## src/rtl/prbt_pkg.sv

```systemverilog
// prbt_pkg: shared types, widths and codes for the pair ratio band trader
// no dependencies; used by pair_ratio_band_trader_unit
`default_nettype none

package prbt_pkg;

   // sizes
   localparam int MAX_WINDOW_DEFAULT = 32;
   localparam int PRICE_W    = 32;
   localparam int RATIO_W    = 32;
   localparam int MONEY_W    = 48;
   localparam int SQ_W       = 48;
   localparam int WLEN_W     = 6;
   localparam int BAND_W     = 4;
   localparam int BAND_SQ_W  = 8;
   localparam int POS_W      = 2;
   localparam int FRAC_W     = 24;
   localparam int SQ_SHIFT   = 16;
   localparam int DIV_W      = 64;
   localparam int DIV_CNT_W  = 6;
   localparam int QUO24_W    = 56;
   localparam int FACTOR_W   = 58;
   localparam int MUL_W      = 112;
   localparam int MPLIER_W   = 64;
   localparam int CSR_ADDR_W = 5;
   localparam int CSR_DATA_W = 64;

   // reset values and fixed numbers
   localparam logic [WLEN_W-1:0]  WINDOW_LENGTH_RESET = 6'd30;
   localparam logic [BAND_W-1:0]  BAND_FACTOR_RESET   = 4'd2;
   localparam logic [MONEY_W-1:0] INITIAL_MONEY_RESET = 48'd16777216000;
   localparam logic [WLEN_W-1:0]  MIN_WINDOW          = 6'd2;
   localparam logic [MONEY_W-1:0] MONEY_MAX           = '1;
   localparam logic [QUO24_W-1:0] ONE_Q24             = 56'h1000000;

   // position codes
   localparam logic [POS_W-1:0] POS_FLAT  = 2'd0;
   localparam logic [POS_W-1:0] POS_LONG  = 2'd1;
   localparam logic [POS_W-1:0] POS_SHORT = 2'd2;

   // register indexes, taken from paddr[4:3]
   typedef enum logic [1:0] {
      REG_WINDOW_LENGTH = 2'd0,
      REG_BAND_FACTOR   = 2'd1,
      REG_INITIAL_MONEY = 2'd2
   } csr_index_type;

   // sequencer states
   typedef enum logic [3:0] {
      S_IDLE,
      S_DIV_R,
      S_MUL_RSQ,
      S_FILL,
      S_DIV_A,
      S_DIV_B,
      S_FACTOR,
      S_MUL_ACC,
      S_DIV_MEAN,
      S_DIV_VAR,
      S_MUL_M2,
      S_MUL_DEV,
      S_MUL_BAND,
      S_MUL_OLD,
      S_UPDATE,
      S_DONE
   } state_type;

   typedef struct packed {
      logic [PRICE_W-1:0] first_price;
      logic [PRICE_W-1:0] second_price;
      logic               series_start;
   } req_payload_type;

   typedef struct packed {
      logic [MONEY_W-1:0] account_out;
      logic [POS_W-1:0]   position_out;
      logic               warming_up;
      logic               price_error;
   } rsp_payload_type;

endpackage

`default_nettype wire

```

## src/rtl/prbt_ram.sv

```systemverilog
// prbt_ram: generic single write port, single read port ram with registered read
// no dependencies
`default_nettype none

module prbt_ram #(
   parameter int WIDTH = 32,
   parameter int DEPTH = 32,
   localparam int ADDR_W = (DEPTH > 1) ? $clog2(DEPTH) : 1
) (
   input  wire logic              clock,
   input  wire logic              wr_en,
   input  wire logic [ADDR_W-1:0] wr_addr,
   input  wire logic [WIDTH-1:0]  wr_data,
   input  wire logic [ADDR_W-1:0] rd_addr,
   output logic      [WIDTH-1:0]  rd_data
);

   logic [WIDTH-1:0] mem_ff [DEPTH];
   logic [WIDTH-1:0] rd_data_ff;

   // write port and registered read
   always_ff @(posedge clock) begin
      if (wr_en) begin
         mem_ff[wr_addr] <= wr_data;
      end
      rd_data_ff <= mem_ff[rd_addr];
   end

   assign rd_data = rd_data_ff;

endmodule

`default_nettype wire

```

## src/rtl/pair_ratio_band_trader_unit.sv

```systemverilog
// pair_ratio_band_trader_unit: rolling ratio band pairs trader, top level
// depends on prbt_pkg and prbt_ram
//
//   channel | direction | handshake                 | payload
//   req     | in        | req_valid / req_stall     | req_data  (prbt_pkg::req_payload_type)
//   rsp     | out       | rsp_valid / rsp_stall     | rsp_data  (prbt_pkg::rsp_payload_type)
//   csr     | in/out    | csr_psel/penable, pready  | paddr, pwdata, prdata (64 bit)
//
// one transaction at a time; a shared bit-serial divider (64 steps per quotient)
// and a shift-add multiplier (one multiplier bit per cycle) do all arithmetic
// a trading day's time goes mostly to its five quotients; a warm-up day needs
// one quotient and a zero-price day none
// reset is synchronous active high and needs no clearing pass
// req_stall is high while a transaction is worked on; a finished result waits
// in the output register while the next transaction is taken
`default_nettype none

module pair_ratio_band_trader_unit #(
   parameter int MAX_WINDOW = prbt_pkg::MAX_WINDOW_DEFAULT
) (
   input  wire logic                                 clock,
   input  wire logic                                 reset,
   input  wire logic                                 req_valid,
   output logic                                      req_stall,
   input  wire prbt_pkg::req_payload_type            req_data,
   output logic                                      rsp_valid,
   input  wire logic                                 rsp_stall,
   output prbt_pkg::rsp_payload_type                 rsp_data,
   input  wire logic                                 csr_psel,
   input  wire logic                                 csr_penable,
   input  wire logic                                 csr_pwrite,
   input  wire logic [prbt_pkg::CSR_ADDR_W-1:0]      csr_paddr,
   input  wire logic [prbt_pkg::CSR_DATA_W-1:0]      csr_pwdata,
   output logic      [prbt_pkg::CSR_DATA_W-1:0]      csr_prdata,
   output logic                                      csr_pready
);

   localparam int IDX_W   = (MAX_WINDOW > 1) ? $clog2(MAX_WINDOW) : 1;
   localparam int LEN_W   = $clog2(MAX_WINDOW + 1);
   localparam int FILL_W  = LEN_W + 1;
   localparam int SUM_W   = prbt_pkg::RATIO_W + IDX_W;
   localparam int SQSUM_W = prbt_pkg::SQ_W + IDX_W;
   localparam int RW      = prbt_pkg::RATIO_W;
   localparam int MW      = prbt_pkg::MONEY_W;
   localparam int SW      = prbt_pkg::SQ_W;
   localparam int QW      = prbt_pkg::QUO24_W;
   localparam int FW      = prbt_pkg::FACTOR_W;

   // sequencer and configuration
   prbt_pkg::state_type state_ff, state_in;
   logic issued_ff, issued_in;
   logic [prbt_pkg::WLEN_W-1:0] wl_ff, wl_in;
   logic [prbt_pkg::BAND_W-1:0] bf_ff, bf_in;
   logic [MW-1:0] im_ff, im_in;

   // architectural state
   logic [SUM_W-1:0] sum_ff, sum_in;
   logic [SQSUM_W-1:0] sqsum_ff, sqsum_in;
   logic [LEN_W-1:0] days_ff, days_in;
   logic [IDX_W-1:0] head_ff, head_in;
   logic [prbt_pkg::PRICE_W-1:0] prev1_ff, prev1_in, prev2_ff, prev2_in;
   logic [MW-1:0] acc_ff, acc_in;
   logic [prbt_pkg::POS_W-1:0] pos_ff, pos_in;

   // per-transaction working registers
   prbt_pkg::req_payload_type in_ff, in_in;
   logic err_ff, err_in, warm_ff, warm_in;
   logic [RW-1:0] r_ff, r_in, mean_ff, mean_in, dev_ff, dev_in;
   logic [SW-1:0] rsq_ff, rsq_in, varhi_ff, varhi_in, var_ff, var_in;
   logic [SW-1:0] dev2_ff, dev2_in, oldsq_ff, oldsq_in;
   logic [QW-1:0] a_ff, a_in, b_ff, b_in;
   logic [FW-2:0] fac_ff, fac_in;

   // result register
   logic rsp_valid_ff, rsp_valid_in;
   prbt_pkg::rsp_payload_type rsp_data_ff, rsp_data_in;

   // shared divider
   logic div_start;
   logic [prbt_pkg::DIV_W-1:0] div_dividend;
   logic [RW-1:0] div_divisor;
   logic div_run_ff, div_run_in;
   logic [prbt_pkg::DIV_CNT_W-1:0] div_cnt_ff, div_cnt_in;
   logic [RW-1:0] div_rem_ff, div_rem_in, div_den_ff, div_den_in;
   logic [prbt_pkg::DIV_W-1:0] div_quo_ff, div_quo_in;
   logic [RW:0] div_trial, div_diff;
   logic div_fits;

   // shared multiplier
   logic mul_start;
   logic [prbt_pkg::MUL_W-1:0] mul_mcand;
   logic [prbt_pkg::MPLIER_W-1:0] mul_mplier;
   logic mul_run_ff, mul_run_in;
   logic [prbt_pkg::MUL_W-1:0] mul_prod_ff, mul_prod_in, mul_mcand_ff, mul_mcand_in;
   logic [prbt_pkg::MPLIER_W-1:0] mul_mplier_ff, mul_mplier_in;

   // window memory
   logic ram_we;
   logic [IDX_W-1:0] ram_waddr;
   logic [RW-1:0] ram_rdata;

   // misc combinational
   logic [LEN_W-1:0] eff_len;
   logic [FILL_W-1:0] fill_sum;
   logic [IDX_W-1:0] fill_addr;
   logic signed [FW-1:0] fac_long, fac_short, fac_sel;
   logic [SW-1:0] m2;
   logic [prbt_pkg::BAND_SQ_W-1:0] band_sq;
   logic csr_write;
   logic req_accept;
   logic [LEN_W-1:0] days_eff;

   assign req_accept = req_valid && !req_stall;
   assign req_stall  = (state_ff != prbt_pkg::S_IDLE);
   assign rsp_valid  = rsp_valid_ff;
   assign rsp_data   = rsp_data_ff;
   assign csr_pready = 1'b1;
   assign csr_write  = csr_psel && csr_penable && csr_pwrite;
   assign band_sq    = prbt_pkg::BAND_SQ_W'(bf_ff) * prbt_pkg::BAND_SQ_W'(bf_ff);

   // effective window length, clamped to [2, MAX_WINDOW]
   always_comb begin
      if (32'(wl_ff) > 32'(MAX_WINDOW)) begin
         eff_len = LEN_W'(MAX_WINDOW);
      end else if (wl_ff < prbt_pkg::MIN_WINDOW) begin
         eff_len = LEN_W'(prbt_pkg::MIN_WINDOW);
      end else begin
         eff_len = LEN_W'(wl_ff);
      end
   end

   // slot for the next ratio while the window fills
   always_comb begin
      fill_sum = FILL_W'(head_ff) + FILL_W'(days_ff);
      if (fill_sum >= FILL_W'(eff_len)) begin
         fill_sum = fill_sum - FILL_W'(eff_len);
      end
      fill_addr = IDX_W'(fill_sum);
   end

   // account factors for both positions
   always_comb begin
      fac_long  = $signed({2'b00, prbt_pkg::ONE_Q24}) + $signed({2'b00, a_ff})
                  - $signed({2'b00, b_ff});
      fac_short = $signed({2'b00, prbt_pkg::ONE_Q24}) - $signed({2'b00, a_ff})
                  + $signed({2'b00, b_ff});
      fac_sel   = (pos_ff == prbt_pkg::POS_LONG) ? fac_long : fac_short;
      m2        = mul_prod_ff[SW+prbt_pkg::SQ_SHIFT-1:prbt_pkg::SQ_SHIFT];
   end

   // register reads
   always_comb begin
      case (prbt_pkg::csr_index_type'(csr_paddr[4:3]))
         prbt_pkg::REG_WINDOW_LENGTH: csr_prdata = prbt_pkg::CSR_DATA_W'(wl_ff);
         prbt_pkg::REG_BAND_FACTOR:   csr_prdata = prbt_pkg::CSR_DATA_W'(bf_ff);
         prbt_pkg::REG_INITIAL_MONEY: csr_prdata = prbt_pkg::CSR_DATA_W'(im_ff);
         default:                     csr_prdata = '0;
      endcase
   end

   // divider: restoring, one quotient bit per cycle
   always_comb begin
      div_trial  = {div_rem_ff, div_quo_ff[prbt_pkg::DIV_W-1]};
      div_diff   = div_trial - {1'b0, div_den_ff};
      div_fits   = (div_trial >= {1'b0, div_den_ff});
      div_run_in = div_run_ff;
      div_cnt_in = div_cnt_ff;
      div_rem_in = div_rem_ff;
      div_quo_in = div_quo_ff;
      div_den_in = div_den_ff;
      if (div_start) begin
         div_run_in = 1'b1;
         div_cnt_in = '0;
         div_rem_in = '0;
         div_quo_in = div_dividend;
         div_den_in = div_divisor;
      end else if (div_run_ff) begin
         div_rem_in = div_fits ? div_diff[RW-1:0] : div_trial[RW-1:0];
         div_quo_in = {div_quo_ff[prbt_pkg::DIV_W-2:0], div_fits};
         div_cnt_in = div_cnt_ff + 1'b1;
         if (div_cnt_ff == '1) begin
            div_run_in = 1'b0;
         end
      end
   end

   // multiplier: shift-add over multiplier bits, stops when none are left
   always_comb begin
      mul_run_in    = mul_run_ff;
      mul_prod_in   = mul_prod_ff;
      mul_mcand_in  = mul_mcand_ff;
      mul_mplier_in = mul_mplier_ff;
      if (mul_start) begin
         mul_run_in    = (mul_mplier != '0);
         mul_prod_in   = '0;
         mul_mcand_in  = mul_mcand;
         mul_mplier_in = mul_mplier;
      end else if (mul_run_ff) begin
         if (mul_mplier_ff[0]) begin
            mul_prod_in = mul_prod_ff + mul_mcand_ff;
         end
         mul_mcand_in  = mul_mcand_ff << 1;
         mul_mplier_in = mul_mplier_ff >> 1;
         mul_run_in    = (mul_mplier_ff[prbt_pkg::MPLIER_W-1:1] != '0);
      end
   end

   // sequencer: next state, unit control and state updates
   always_comb begin
      state_in     = state_ff;
      issued_in    = issued_ff;
      wl_in        = wl_ff;
      bf_in        = bf_ff;
      im_in        = im_ff;
      sum_in       = sum_ff;
      sqsum_in     = sqsum_ff;
      days_in      = days_ff;
      head_in      = head_ff;
      prev1_in     = prev1_ff;
      prev2_in     = prev2_ff;
      acc_in       = acc_ff;
      pos_in       = pos_ff;
      in_in        = in_ff;
      err_in       = err_ff;
      warm_in      = warm_ff;
      r_in         = r_ff;
      rsq_in       = rsq_ff;
      a_in         = a_ff;
      b_in         = b_ff;
      fac_in       = fac_ff;
      mean_in      = mean_ff;
      varhi_in     = varhi_ff;
      var_in       = var_ff;
      dev_in       = dev_ff;
      dev2_in      = dev2_ff;
      oldsq_in     = oldsq_ff;
      rsp_data_in  = rsp_data_ff;
      rsp_valid_in = rsp_valid_ff && rsp_stall;
      div_start    = 1'b0;
      div_dividend = '0;
      div_divisor  = '0;
      mul_start    = 1'b0;
      mul_mcand    = '0;
      mul_mplier   = '0;
      ram_we       = 1'b0;
      ram_waddr    = head_ff;
      days_eff     = days_ff;

      case (state_ff)
         prbt_pkg::S_IDLE: begin
            if (req_valid) begin
               in_in = req_data;
               if (req_data.series_start) begin
                  sum_in   = '0;
                  sqsum_in = '0;
                  days_in  = '0;
                  head_in  = '0;
                  prev1_in = '0;
                  prev2_in = '0;
                  acc_in   = im_ff;
                  pos_in   = prbt_pkg::POS_LONG;
                  days_eff = '0;
               end
               warm_in = (days_eff < eff_len);
               err_in  = (req_data.first_price == '0) || (req_data.second_price == '0);
               state_in = err_in ? prbt_pkg::S_DONE : prbt_pkg::S_DIV_R;
            end
         end

         // today's ratio, saturated to 32 bits
         prbt_pkg::S_DIV_R: begin
            div_dividend = prbt_pkg::DIV_W'({in_ff.first_price, 24'b0});
            div_divisor  = in_ff.second_price;
            if (!issued_ff) begin
               div_start = 1'b1;
               issued_in = 1'b1;
            end else if (!div_run_ff) begin
               issued_in = 1'b0;
               r_in = (div_quo_ff[prbt_pkg::DIV_W-1:RW] != '0) ? '1 : div_quo_ff[RW-1:0];
               state_in = prbt_pkg::S_MUL_RSQ;
            end
         end

         prbt_pkg::S_MUL_RSQ: begin
            mul_mcand  = prbt_pkg::MUL_W'(r_ff);
            mul_mplier = prbt_pkg::MPLIER_W'(r_ff);
            if (!issued_ff) begin
               mul_start = 1'b1;
               issued_in = 1'b1;
            end else if (!mul_run_ff) begin
               issued_in = 1'b0;
               rsq_in    = m2;
               state_in  = (days_ff < eff_len) ? prbt_pkg::S_FILL : prbt_pkg::S_DIV_A;
            end
         end

         // window still filling
         prbt_pkg::S_FILL: begin
            ram_we    = 1'b1;
            ram_waddr = fill_addr;
            sum_in    = sum_ff + SUM_W'(r_ff);
            sqsum_in  = sqsum_ff + SQSUM_W'(rsq_ff);
            days_in   = days_ff + 1'b1;
            prev1_in  = in_ff.first_price;
            prev2_in  = in_ff.second_price;
            state_in  = prbt_pkg::S_DONE;
         end

         // price return of the first asset
         prbt_pkg::S_DIV_A: begin
            div_dividend = prbt_pkg::DIV_W'({in_ff.first_price, 24'b0});
            div_divisor  = prev1_ff;
            if (!issued_ff) begin
               div_start = 1'b1;
               issued_in = 1'b1;
            end else if (!div_run_ff) begin
               issued_in = 1'b0;
               a_in = (prev1_ff == '0) ? prbt_pkg::ONE_Q24 : div_quo_ff[QW-1:0];
               state_in = prbt_pkg::S_DIV_B;
            end
         end

         // price return of the second asset
         prbt_pkg::S_DIV_B: begin
            div_dividend = prbt_pkg::DIV_W'({in_ff.second_price, 24'b0});
            div_divisor  = prev2_ff;
            if (!issued_ff) begin
               div_start = 1'b1;
               issued_in = 1'b1;
            end else if (!div_run_ff) begin
               issued_in = 1'b0;
               b_in = (prev2_ff == '0) ? prbt_pkg::ONE_Q24 : div_quo_ff[QW-1:0];
               state_in = prbt_pkg::S_FACTOR;
            end
         end

         // flat keeps the account, a factor at or below zero wipes it
         prbt_pkg::S_FACTOR: begin
            fac_in   = fac_sel[FW-2:0];
            state_in = prbt_pkg::S_DIV_MEAN;
            if (pos_ff == prbt_pkg::POS_LONG || pos_ff == prbt_pkg::POS_SHORT) begin
               if (fac_sel[FW-1] || fac_sel == '0 || acc_ff == '0) begin
                  acc_in = '0;
               end else begin
                  state_in = prbt_pkg::S_MUL_ACC;
               end
            end
         end

         prbt_pkg::S_MUL_ACC: begin
            mul_mcand  = prbt_pkg::MUL_W'(acc_ff);
            mul_mplier = prbt_pkg::MPLIER_W'(fac_ff);
            if (!issued_ff) begin
               mul_start = 1'b1;
               issued_in = 1'b1;
            end else if (!mul_run_ff) begin
               issued_in = 1'b0;
               if (mul_prod_ff[prbt_pkg::MUL_W-1:prbt_pkg::FRAC_W+MW] != '0) begin
                  acc_in = prbt_pkg::MONEY_MAX;
               end else begin
                  acc_in = mul_prod_ff[prbt_pkg::FRAC_W+MW-1:prbt_pkg::FRAC_W];
               end
               state_in = prbt_pkg::S_DIV_MEAN;
            end
         end

         prbt_pkg::S_DIV_MEAN: begin
            div_dividend = prbt_pkg::DIV_W'(sum_ff);
            div_divisor  = RW'(eff_len);
            if (!issued_ff) begin
               div_start = 1'b1;
               issued_in = 1'b1;
            end else if (!div_run_ff) begin
               issued_in = 1'b0;
               mean_in   = div_quo_ff[RW-1:0];
               state_in  = prbt_pkg::S_DIV_VAR;
            end
         end

         prbt_pkg::S_DIV_VAR: begin
            div_dividend = prbt_pkg::DIV_W'(sqsum_ff);
            div_divisor  = RW'(eff_len);
            if (!issued_ff) begin
               div_start = 1'b1;
               issued_in = 1'b1;
            end else if (!div_run_ff) begin
               issued_in = 1'b0;
               varhi_in  = div_quo_ff[SW-1:0];
               state_in  = prbt_pkg::S_MUL_M2;
            end
         end

         // variance clamped at zero, distance from the mean
         prbt_pkg::S_MUL_M2: begin
            mul_mcand  = prbt_pkg::MUL_W'(mean_ff);
            mul_mplier = prbt_pkg::MPLIER_W'(mean_ff);
            if (!issued_ff) begin
               mul_start = 1'b1;
               issued_in = 1'b1;
            end else if (!mul_run_ff) begin
               issued_in = 1'b0;
               var_in    = (varhi_ff > m2) ? (varhi_ff - m2) : '0;
               dev_in    = (r_ff > mean_ff) ? (r_ff - mean_ff) : (mean_ff - r_ff);
               state_in  = prbt_pkg::S_MUL_DEV;
            end
         end

         prbt_pkg::S_MUL_DEV: begin
            mul_mcand  = prbt_pkg::MUL_W'(dev_ff);
            mul_mplier = prbt_pkg::MPLIER_W'(dev_ff);
            if (!issued_ff) begin
               mul_start = 1'b1;
               issued_in = 1'b1;
            end else if (!mul_run_ff) begin
               issued_in = 1'b0;
               dev2_in   = m2;
               state_in  = prbt_pkg::S_MUL_BAND;
            end
         end

         // band test and new position
         prbt_pkg::S_MUL_BAND: begin
            mul_mcand  = prbt_pkg::MUL_W'(var_ff);
            mul_mplier = prbt_pkg::MPLIER_W'(band_sq);
            if (!issued_ff) begin
               mul_start = 1'b1;
               issued_in = 1'b1;
            end else if (!mul_run_ff) begin
               issued_in = 1'b0;
               if (QW'(dev2_ff) <= mul_prod_ff[QW-1:0]) begin
                  pos_in = prbt_pkg::POS_FLAT;
               end else if (r_ff < mean_ff) begin
                  pos_in = prbt_pkg::POS_LONG;
               end else begin
                  pos_in = prbt_pkg::POS_SHORT;
               end
               state_in = prbt_pkg::S_MUL_OLD;
            end
         end

         // square of the ratio leaving the window
         prbt_pkg::S_MUL_OLD: begin
            mul_mcand  = prbt_pkg::MUL_W'(ram_rdata);
            mul_mplier = prbt_pkg::MPLIER_W'(ram_rdata);
            if (!issued_ff) begin
               mul_start = 1'b1;
               issued_in = 1'b1;
            end else if (!mul_run_ff) begin
               issued_in = 1'b0;
               oldsq_in  = m2;
               state_in  = prbt_pkg::S_UPDATE;
            end
         end

         // slide the window
         prbt_pkg::S_UPDATE: begin
            ram_we   = 1'b1;
            sum_in   = sum_ff - SUM_W'(ram_rdata) + SUM_W'(r_ff);
            sqsum_in = sqsum_ff - SQSUM_W'(oldsq_ff) + SQSUM_W'(rsq_ff);
            if ((LEN_W'(head_ff) + LEN_W'(1)) == eff_len) begin
               head_in = '0;
            end else begin
               head_in = head_ff + IDX_W'(1);
            end
            prev1_in = in_ff.first_price;
            prev2_in = in_ff.second_price;
            state_in = prbt_pkg::S_DONE;
         end

         // hand the result to the output register once it is free
         prbt_pkg::S_DONE: begin
            if (!rsp_valid_ff || !rsp_stall) begin
               rsp_valid_in             = 1'b1;
               rsp_data_in.account_out  = acc_ff;
               rsp_data_in.position_out = pos_ff;
               rsp_data_in.warming_up   = warm_ff;
               rsp_data_in.price_error  = err_ff;
               state_in                 = prbt_pkg::S_IDLE;
            end
         end

         default: begin
            state_in  = prbt_pkg::S_IDLE;
            issued_in = 1'b0;
         end
      endcase

      // register writes
      if (csr_write) begin
         case (prbt_pkg::csr_index_type'(csr_paddr[4:3]))
            prbt_pkg::REG_WINDOW_LENGTH: begin
               wl_in    = csr_pwdata[prbt_pkg::WLEN_W-1:0];
               sum_in   = '0;
               sqsum_in = '0;
               days_in  = '0;
               head_in  = '0;
            end
            prbt_pkg::REG_BAND_FACTOR:   bf_in = csr_pwdata[prbt_pkg::BAND_W-1:0];
            prbt_pkg::REG_INITIAL_MONEY: im_in = csr_pwdata[MW-1:0];
            default: begin
               wl_in = wl_ff;
            end
         endcase
      end
   end

   // control and architectural state
   always_ff @(posedge clock) begin
      if (reset) begin
         state_ff     <= prbt_pkg::S_IDLE;
         issued_ff    <= 1'b0;
         wl_ff        <= prbt_pkg::WINDOW_LENGTH_RESET;
         bf_ff        <= prbt_pkg::BAND_FACTOR_RESET;
         im_ff        <= prbt_pkg::INITIAL_MONEY_RESET;
         sum_ff       <= '0;
         sqsum_ff     <= '0;
         days_ff      <= '0;
         head_ff      <= '0;
         prev1_ff     <= '0;
         prev2_ff     <= '0;
         acc_ff       <= prbt_pkg::INITIAL_MONEY_RESET;
         pos_ff       <= prbt_pkg::POS_LONG;
         rsp_valid_ff <= 1'b0;
         div_run_ff   <= 1'b0;
         mul_run_ff   <= 1'b0;
      end else begin
         state_ff     <= state_in;
         issued_ff    <= issued_in;
         wl_ff        <= wl_in;
         bf_ff        <= bf_in;
         im_ff        <= im_in;
         sum_ff       <= sum_in;
         sqsum_ff     <= sqsum_in;
         days_ff      <= days_in;
         head_ff      <= head_in;
         prev1_ff     <= prev1_in;
         prev2_ff     <= prev2_in;
         acc_ff       <= acc_in;
         pos_ff       <= pos_in;
         rsp_valid_ff <= rsp_valid_in;
         div_run_ff   <= div_run_in;
         mul_run_ff   <= mul_run_in;
      end
   end

   // working registers and unit datapaths
   always_ff @(posedge clock) begin
      in_ff         <= in_in;
      err_ff        <= err_in;
      warm_ff       <= warm_in;
      r_ff          <= r_in;
      rsq_ff        <= rsq_in;
      a_ff          <= a_in;
      b_ff          <= b_in;
      fac_ff        <= fac_in;
      mean_ff       <= mean_in;
      varhi_ff      <= varhi_in;
      var_ff        <= var_in;
      dev_ff        <= dev_in;
      dev2_ff       <= dev2_in;
      oldsq_ff      <= oldsq_in;
      rsp_data_ff   <= rsp_data_in;
      div_cnt_ff    <= div_cnt_in;
      div_rem_ff    <= div_rem_in;
      div_quo_ff    <= div_quo_in;
      div_den_ff    <= div_den_in;
      mul_prod_ff   <= mul_prod_in;
      mul_mcand_ff  <= mul_mcand_in;
      mul_mplier_ff <= mul_mplier_in;
   end

   // ratio window, read port parked on the oldest entry
   prbt_ram #(
      .WIDTH(RW),
      .DEPTH(MAX_WINDOW)
   ) u_window (
      .clock  (clock),
      .wr_en  (ram_we),
      .wr_addr(ram_waddr),
      .wr_data(r_ff),
      .rd_addr(head_ff),
      .rd_data(ram_rdata)
   );

`ifndef ASSERT_OFF
   a_head_in_window: assert property (@(posedge clock) disable iff (reset)
      LEN_W'(head_ff) < eff_len)
      else $error("window head beyond window length");

   a_days_bounded: assert property (@(posedge clock) disable iff (reset)
      days_ff <= eff_len)
      else $error("fill count beyond window length");

   a_accept_starts_work: assert property (@(posedge clock) disable iff (reset)
      req_accept |=> state_ff != prbt_pkg::S_IDLE)
      else $error("accepted transaction not worked on");

   a_div_no_restart: assert property (@(posedge clock) disable iff (reset)
      div_start |-> !div_run_ff)
      else $error("divider restarted while busy");
`endif

endmodule

`default_nettype wire
```

## config.mk

```make
export PLATFORM = sky130hd
export DESIGN_NAME = pair_ratio_band_trader_unit
export DESIGN_NICKNAME = d
export VERILOG_FILES = /design/src/rtl/prbt_pkg.sv /design/src/rtl/prbt_ram.sv /design/src/rtl/pair_ratio_band_trader_unit.sv
export SDC_FILE = /design/constraint.sdc
export NUM_CORES = 2
export LEC_CHECK = 0
export BUFFER_PORTS_ARGS = -buffer_cell sky130_fd_sc_hd__buf_2
export CAP_MARGIN = 20
export CORE_UTILIZATION = 40
export DETAILED_ROUTE_END_ITERATION = 8
export PLACE_DENSITY = 0.68
export SYNTH_ARGS = -nofsm -noshare
export SYNTH_HDL_FRONTEND = slang
export SYNTH_SLANG_ARGS = --single-unit
```

## constraint.sdc

```tcl
create_clock -name clock -period 7.1 [get_ports clock]
set_clock_uncertainty 0.1 [all_clocks]
set_input_delay 0.355 -clock clock [delete_from_list [all_inputs] [get_ports clock]]
set_output_delay 0.355 -clock clock [all_outputs]
set_load 0.02 [all_outputs]
```

; ---- Word-level counts from Yosys, hierarchy flattened
; Memory sizes are Yosys's and may differ from the RTL's. A register that Yosys moved wholly into a read port is not among the register bits.
; Cells that the tools add are included.
[word_totals]
ram_bits = 1024
output_inout_bits = 119
elab_cells = 285
n_memories = 1
register_bits = 1326
[classes]
n_lt_le_gt_ge = 10
eq_ne = 48
mux = 107
n_reduce_logical = 53
bitwise_logic = 2
n_addsub = 21
mul = 1
[memory_table]
columns = memory, depth, width, read_ports, rd_clocked_by_memory_dff, write_ports, line
row1 = u_window.mem_ff, 32, 32, 1, 1, 1, prbt_ram.sv:18  ; logic [WIDTH-1:0] mem_ff [DEPTH];
[ops]
columns = operator, n
row1 = $pmux W57 S6, 1
row2 = $mux W48, 7
row3 = $pmux W48 S3, 2
row4 = $pmux W48 S6, 1
row5 = $mux W64, 4
row6 = $mux W112, 2
row7 = $pmux W56 S4, 1
row8 = $mux W53, 4
row9 = $pmux W53 S3, 1
row10 = $mux W37, 4
row11 = $logic_not A32 Y1, 4
row12 = $mux W32, 4
row13 = $pmux W32 S2, 2
row14 = $pmux W32 S4, 1
row15 = $add A112 B112 Y112, 1
row16 = $pmux W37 S3, 1
row17 = $mux W4, 27
row18 = $add A53 B48 Y53, 2
row19 = $sub A32 B32 Y32, 3
row20 = $add A37 B32 Y37, 2
row21 = $reduce_bool A64 Y1, 1
row22 = $reduce_bool A63 Y1, 1
row23 = $pmux W4 S15, 1
row24 = $add A57 B57 Y58, 1
row25 = 61 further kinds, 164

; ---- Depth between registers and ports, before layout
[depth]
depth_word = 9
mapped_depth = 31
mapped_depth_nobuf = 27

; ---- Cells and area by module
; From an unflattened synthesis, not the netlist that was laid out.
[hier_totals]
cells_unflattened = 11762
area_unflattened_um2 = 127742.5
[by_module_without_submodules]
columns = mod, seq_area_each_um2, instances, cells_each, area_per_inst_um2
row1 = pair_ratio_band_trader_unit, 35293.8, 1, 9502, 87249.9
row2 = prbt_ram, 31390.1, 1, 2260, 40492.6

; ---- Least setup slack after synthesis
; No wires, ideal clock.
[synth_path]
kind = register -> register
start = register a_ff[14]
end = register acc_ff[10]
required_ns = 6.911
path_buffers = 6
arrival_ns = 6.672
path_slack_ns = 0.240
stages_incl_launch_ff = 28
path_cell_list = edfxtp_1 > or4_4 > or3_1 > or2_1 > buf_2 > o21a_1 > or3b_4 > or4_1 > buf_2 > or4_1 > buf_2 > xor2_1 > ha_1 > clkbuf_1 > a21oi_1 > o211a_1 > o21ai_0 > or3_1 > a21o_1 > a31o_2 > or4_1 > nor4_1 > a31oi_1 > nor2b_1 > buf_6 > clkbuf_1 > nor2_1 > a311oi_2
[synth_between]
elab_chain_cells = 8
elab_cells_between_ends = 10
[synth_lines]
columns = item, line
row1 = start: declaration, pair_ratio_band_trader_unit.sv:71  ; logic [QW-1:0] a_ff, a_in, b_ff, b_in;
row2 = start signal: assignment, pair_ratio_band_trader_unit.sv:553  ; a_ff <= a_in;
row3 = $sub A25 B56 Y57 or $add A25 B56 Y57 (tied branches), "pair_ratio_band_trader_unit.sv:145, pair_ratio_band_trader_unit.sv:143"
row4 = $add A57 B57 Y58 or $sub A57 B56 Y58 (tied branches), "pair_ratio_band_trader_unit.sv:146, pair_ratio_band_trader_unit.sv:144"
row5 = $mux W58 *, pair_ratio_band_trader_unit.sv:147  ; fac_sel = (pos_ff == prbt_pkg::POS_LONG) ? fac_long : fac_short;
row6 = named net fac_sel[53], pair_ratio_band_trader_unit.sv:106  ; logic signed [FW-1:0] fac_long, fac_short, fac_sel;
row7 = $logic_not A58 Y1 *, pair_ratio_band_trader_unit.sv:342  ; if (fac_sel[FW-1] || fac_sel == '0 || acc_ff == '0) begin
row8 = $logic_or A1 B1 Y1 * (2 in series), pair_ratio_band_trader_unit.sv:342
row9 = $ne A2 B2 Y1 (no line) *, -
row10 = $reduce_and A7 Y1 (no line) *, -
row11 = end signal: assignment, pair_ratio_band_trader_unit.sv:521  ; acc_ff <= prbt_pkg::INITIAL_MONEY_RESET;
row12 = end signal: assignment, pair_ratio_band_trader_unit.sv:538  ; acc_ff <= acc_in;
row13 = end: declaration, pair_ratio_band_trader_unit.sv:62  ; logic [MW-1:0] acc_ff, acc_in;
; Mark *: on every way through the listed nets, which the timed path passes. The rest lies on a longest branch.
; A chain may end at the register's enable or synchronous reset.

; ---- Final worst setup path
[layout_path]
start = register a_ff[14]
end = register acc_ff[6]
; Same word-level chain as after synthesis.

==> summary.txt <==
Logic synthesis
  • Number of distinct library cells after synthesis: 94
  • Post-Syn Area: 127000 sq um
  • EDFF count, synth: 1912
  • Top cells by area, synth: edfxtp_1 45%, dfxtp_1 7.3%, ha_1 6.6%
  • Top_reg_cell synth: edfxtp_1
  • Number of synthesized register bits: 2375
  • Synth async-reset ratio: 0%
  • Yosys warns: 0
  • Synth top area share: 45.2%
  • Synth area leader: edfxtp_1
  • Post-Syn Instances: 11100
  • Syn_area_per_cell: 11.4 sq um
  • Share of the yosys chip area belonging to registers: 52.5%

Global route
  • Initial antenna violation count: 47
  • Gr ovfl total: 0
  • Largest net degree at the start of global routing: 170
  • First-pass GRT wire length: 602000 um
  • Vias in the first global route: 90400
  • GRT Util Overall: 25.2%

CTS
  • Worst-path clk slew: 0.06 ns
  • TritonCTS buffer count: 246
  • CTS root buffer: clkbuf_16
  • H-tree depth: 4
  • Max clock buf depth: 4
  • CTS tree: built
  • Clk_lat worst skew: 0.95 ns
  • Clock sink total: 2375

Outcome
  • Failing checks: DRC, capacitance limit
  • Status: finished, violations left

Hold path
  • Min-delay src: csr_penable
  • HP Class: primary input to flip-flop

Setup path
  • Critical Path Source Type: flip-flop
  • Worst R2R Start: a_ff[14]$_SDFFCE_PN0P_
  • Critical path endpoint category: flip-flop
  • Largest fanout on the critical path: 9
  • WS Path Type: flip-flop to flip-flop
  • CP startpoint: a_ff[14]$_SDFFCE_PN0P_
  • Max stage delay cell, worst path: or4_4
  • Cell family with most CP delay: simple AND/OR/NAND/NOR gates
  • WP data arrival: 7.75 ns
  • CP required: 7.81 ns
  • Worst path max stage delay: 0.56 ns
  • Number of buffers and inverters on the critical path: 4
  • Most used cell, CP: or4_4

STA
  • Setup_tns: 0 ns
  • Slew HR: 2.38%
  • Setup violation total in the final timing report: 0
  • FMAX: 142 MHz
  • Final Slew Violations: 0
  • Fin crit period: 7.04 ns
  • Final worst-path cycle share: 99.2%
  • Pin slew with the least headroom to its limit: 1.43 ns
  • RSZ-0062 raised after global routing: true
  • Endpoints failing hold: 0

Drt
  • Vias/cell: 5.97
  • DR pass1 iterations: 9
  • ANT nets after route: 0
  • DRC: 2
  • DR vias: 95400
  • Post-Route WL: 414000 um
  • Avg WL per Cell: 25.9 um
  • DRT iter0 DRCs: 11900

Power and ir drop
  • Power density over cell area: 342 nW/um^2
  • LEAKAGE: 49.5 nW
  • VDD IR max: 0.295 mV

Floorplan
  • Full die area: 320000 sq um
  • Core Area: 315000 sq um
  • Die width: 566 um
  • Die height: 566 um
  • Number of I/O pins: 260
  • Num rows: 206
  • Initial Util: 40.3%

Final layout
  • Area Growth Syn to Fin: 14.4%
  • Finished Layout Cells: 16000
  • Final nets: 12500
  • Core Util, Final: 46.1%
  • Design area: 145000 sq um
  • Fraction of layout instances using a drive strength above 1: 13.7%

Place
  • HPWL Detailed: 290000 um
  • PortBufs: 223
  • Gp weighted congestion: 0.990
  • Post-Place Cell Area: 135000 sq um
  • Placed cells: 15300

Job
  • Max-cap violation count: 1
area by class of cell:
cell class / count / area [sq um]
flip-flops and latches: 2375 / 66700
diodes: 20 / 50.0
repair buffers: 759 / 6040
well taps: 4160 / 5200
fillers: 28500 / 170000
clock buffers: 320 / 6960
inverters: 721 / 2710
multi-input cells: 7495 / 56300
clock inverters: 136 / 1330
worst min-delay path, delay by kind of cell:
family	cells	cell delay [ns]
simple gates	2	0.20
buf+inv	2	0.41
compound gates	1	0.05
where the power goes:
group	switching (W)	internal (W)
clock network	0.00567	0.00767
registers	0.00194	0.0175
logic	0.0107	0.00630
total	0.0183	0.0314
per-stage QoR:
step / total power (W) / setup slack (ns) / hold slack [ns]
2_1_floorplan: 0.0304 / 0.240 / 0.300
6_report: 0.0498 / 0.0597 / 0.0836
3_5_place_dp: 0.0360 / -0.104 / 0.363
3_3_place_gp: 0.0358 / -0.0921 / 0.356
4_1_cts: 0.0494 / 0.0179 / 0.0316
5_1_grt: 0.0520 / -0.193 / 0.108
what timing repair did:
action                                  in CTS  in global routing
hold endpoints to repair                   135                  0
hold buffers                               147                  0
pin swaps                                    1                 30
gates cloned                                 1                  6
buffers inserted                             1                 16
endpoints found under the setup margin      46                 52
resized for setup                           13                 89
state kept, by name (all words and copies together) (netlist names), 37 cells and up:
| name | count |
|---|---|
| oldsq_ff | 48 |
| mul_mplier_ff | 57 |
| div_quo_ff | 64 |
| in_ff | 64 |
| sum_ff | 37 |
| dev2_ff | 48 |
| a_ff | 56 |
| varhi_ff | 48 |
| u_window.mem_ff | 1024 |
| var_ff | 48 |
| fac_ff | 57 |
| mul_prod_ff | 112 |
| rsp_data | 52 |
| mul_mcand_ff | 112 |
| im_ff | 48 |
| rsq_ff | 48 |
| b_ff | 56 |
| acc_ff | 48 |
| sqsum_ff | 53 |
worst paths after layout:
kind | endpoint | slack, ns | cells past startpoint
max | acc_ff[6]$_SDFFE_PP0P_ | 0.06 | 26
min reg2reg | im_ff[28]$_SDFFE_PP0P_ | 0.37 | 2
max reg2reg | acc_ff[6]$_SDFFE_PP0P_ | 0.06 | 26
min | im_ff[1]$_SDFFE_PP0P_ | 0.08 | 5
layer usage:
layer  share of wire (%)  global-route usage, %
met1                  40                   33.7
met2                  45                   39.2
met3                 8.7                   4.41
met4                 6.0                   13.4
met5               0.028                      0
placed cells by master, fill, tap and decap left out, drive strengths merged, types with 125 or more instances in the layout:
| master | synthesis | routed |
|---|---|---|
| xor2 | 163 | 163 |
| xnor2 | 298 | 298 |
| dlygate4sd3 | 0 | 147 |
| nand2 | 1008 | 1008 |
| nor2 | 677 | 677 |
| nor3 | 150 | 150 |
| clkbuf | 470 | 325 |
| nor4 | 131 | 131 |
| inv | 719 | 725 |
| edfxtp | 1912 | 1912 |
| ha | 674 | 674 |
| buf | 92 | 607 |
| a21oi | 885 | 885 |
| nor2b | 194 | 194 |
| a221oi | 125 | 125 |
| and2 | 154 | 154 |
| nand4 | 148 | 148 |
| dfxtp | 463 | 463 |
| nand3 | 243 | 243 |
| a21o | 282 | 282 |
| mux4 | 320 | 320 |
| o21ai | 532 | 532 |
cells in the mapped netlist (78+ instances only):
library cell and instances:
edfxtp_1 1912, nand2_1 1008, a21oi_1 885, inv_1 718, nor2_1 677, ha_1 674
o21ai_0 529, clkbuf_1 470, dfxtp_1 463, mux4_2 320, xnor2_1 298, a21o_1 282
nand3_1 243, nor2b_1 194, xor2_1 163, and2_1 154, nor3_1 150, nand4_1 148
nor4_1 130, a221oi_1 125, a222oi_1 97, o21bai_1 95, nand2b_1 94, fa_1 92
a211oi_1 85, or3_1 84, a31oi_1 78
cells by family (layout without fill, tap and decap cells):
| family | count (synthesis) | after routing | share of synthesized area [%] |
|---|---|---|---|
| adder cells (fa/ha/maj) | 766 | 766 | 8.09 |
| flip-flops | 2375 | 2375 | 52.5 |
| other | 2 | 37 | 0.00591 |
| XOR/XNOR | 461 | 461 | 3.18 |
| multiplexers | 420 | 420 | 6.51 |
| AO/OA/AOI/OAI | 2749 | 2749 | 14.2 |
| buffers and inverters | 1283 | 1936 | 3.88 |
| AND/OR/NAND/NOR | 3082 | 3082 | 11.6 |
Note: power is estimated with default switching activity, not from simulation.
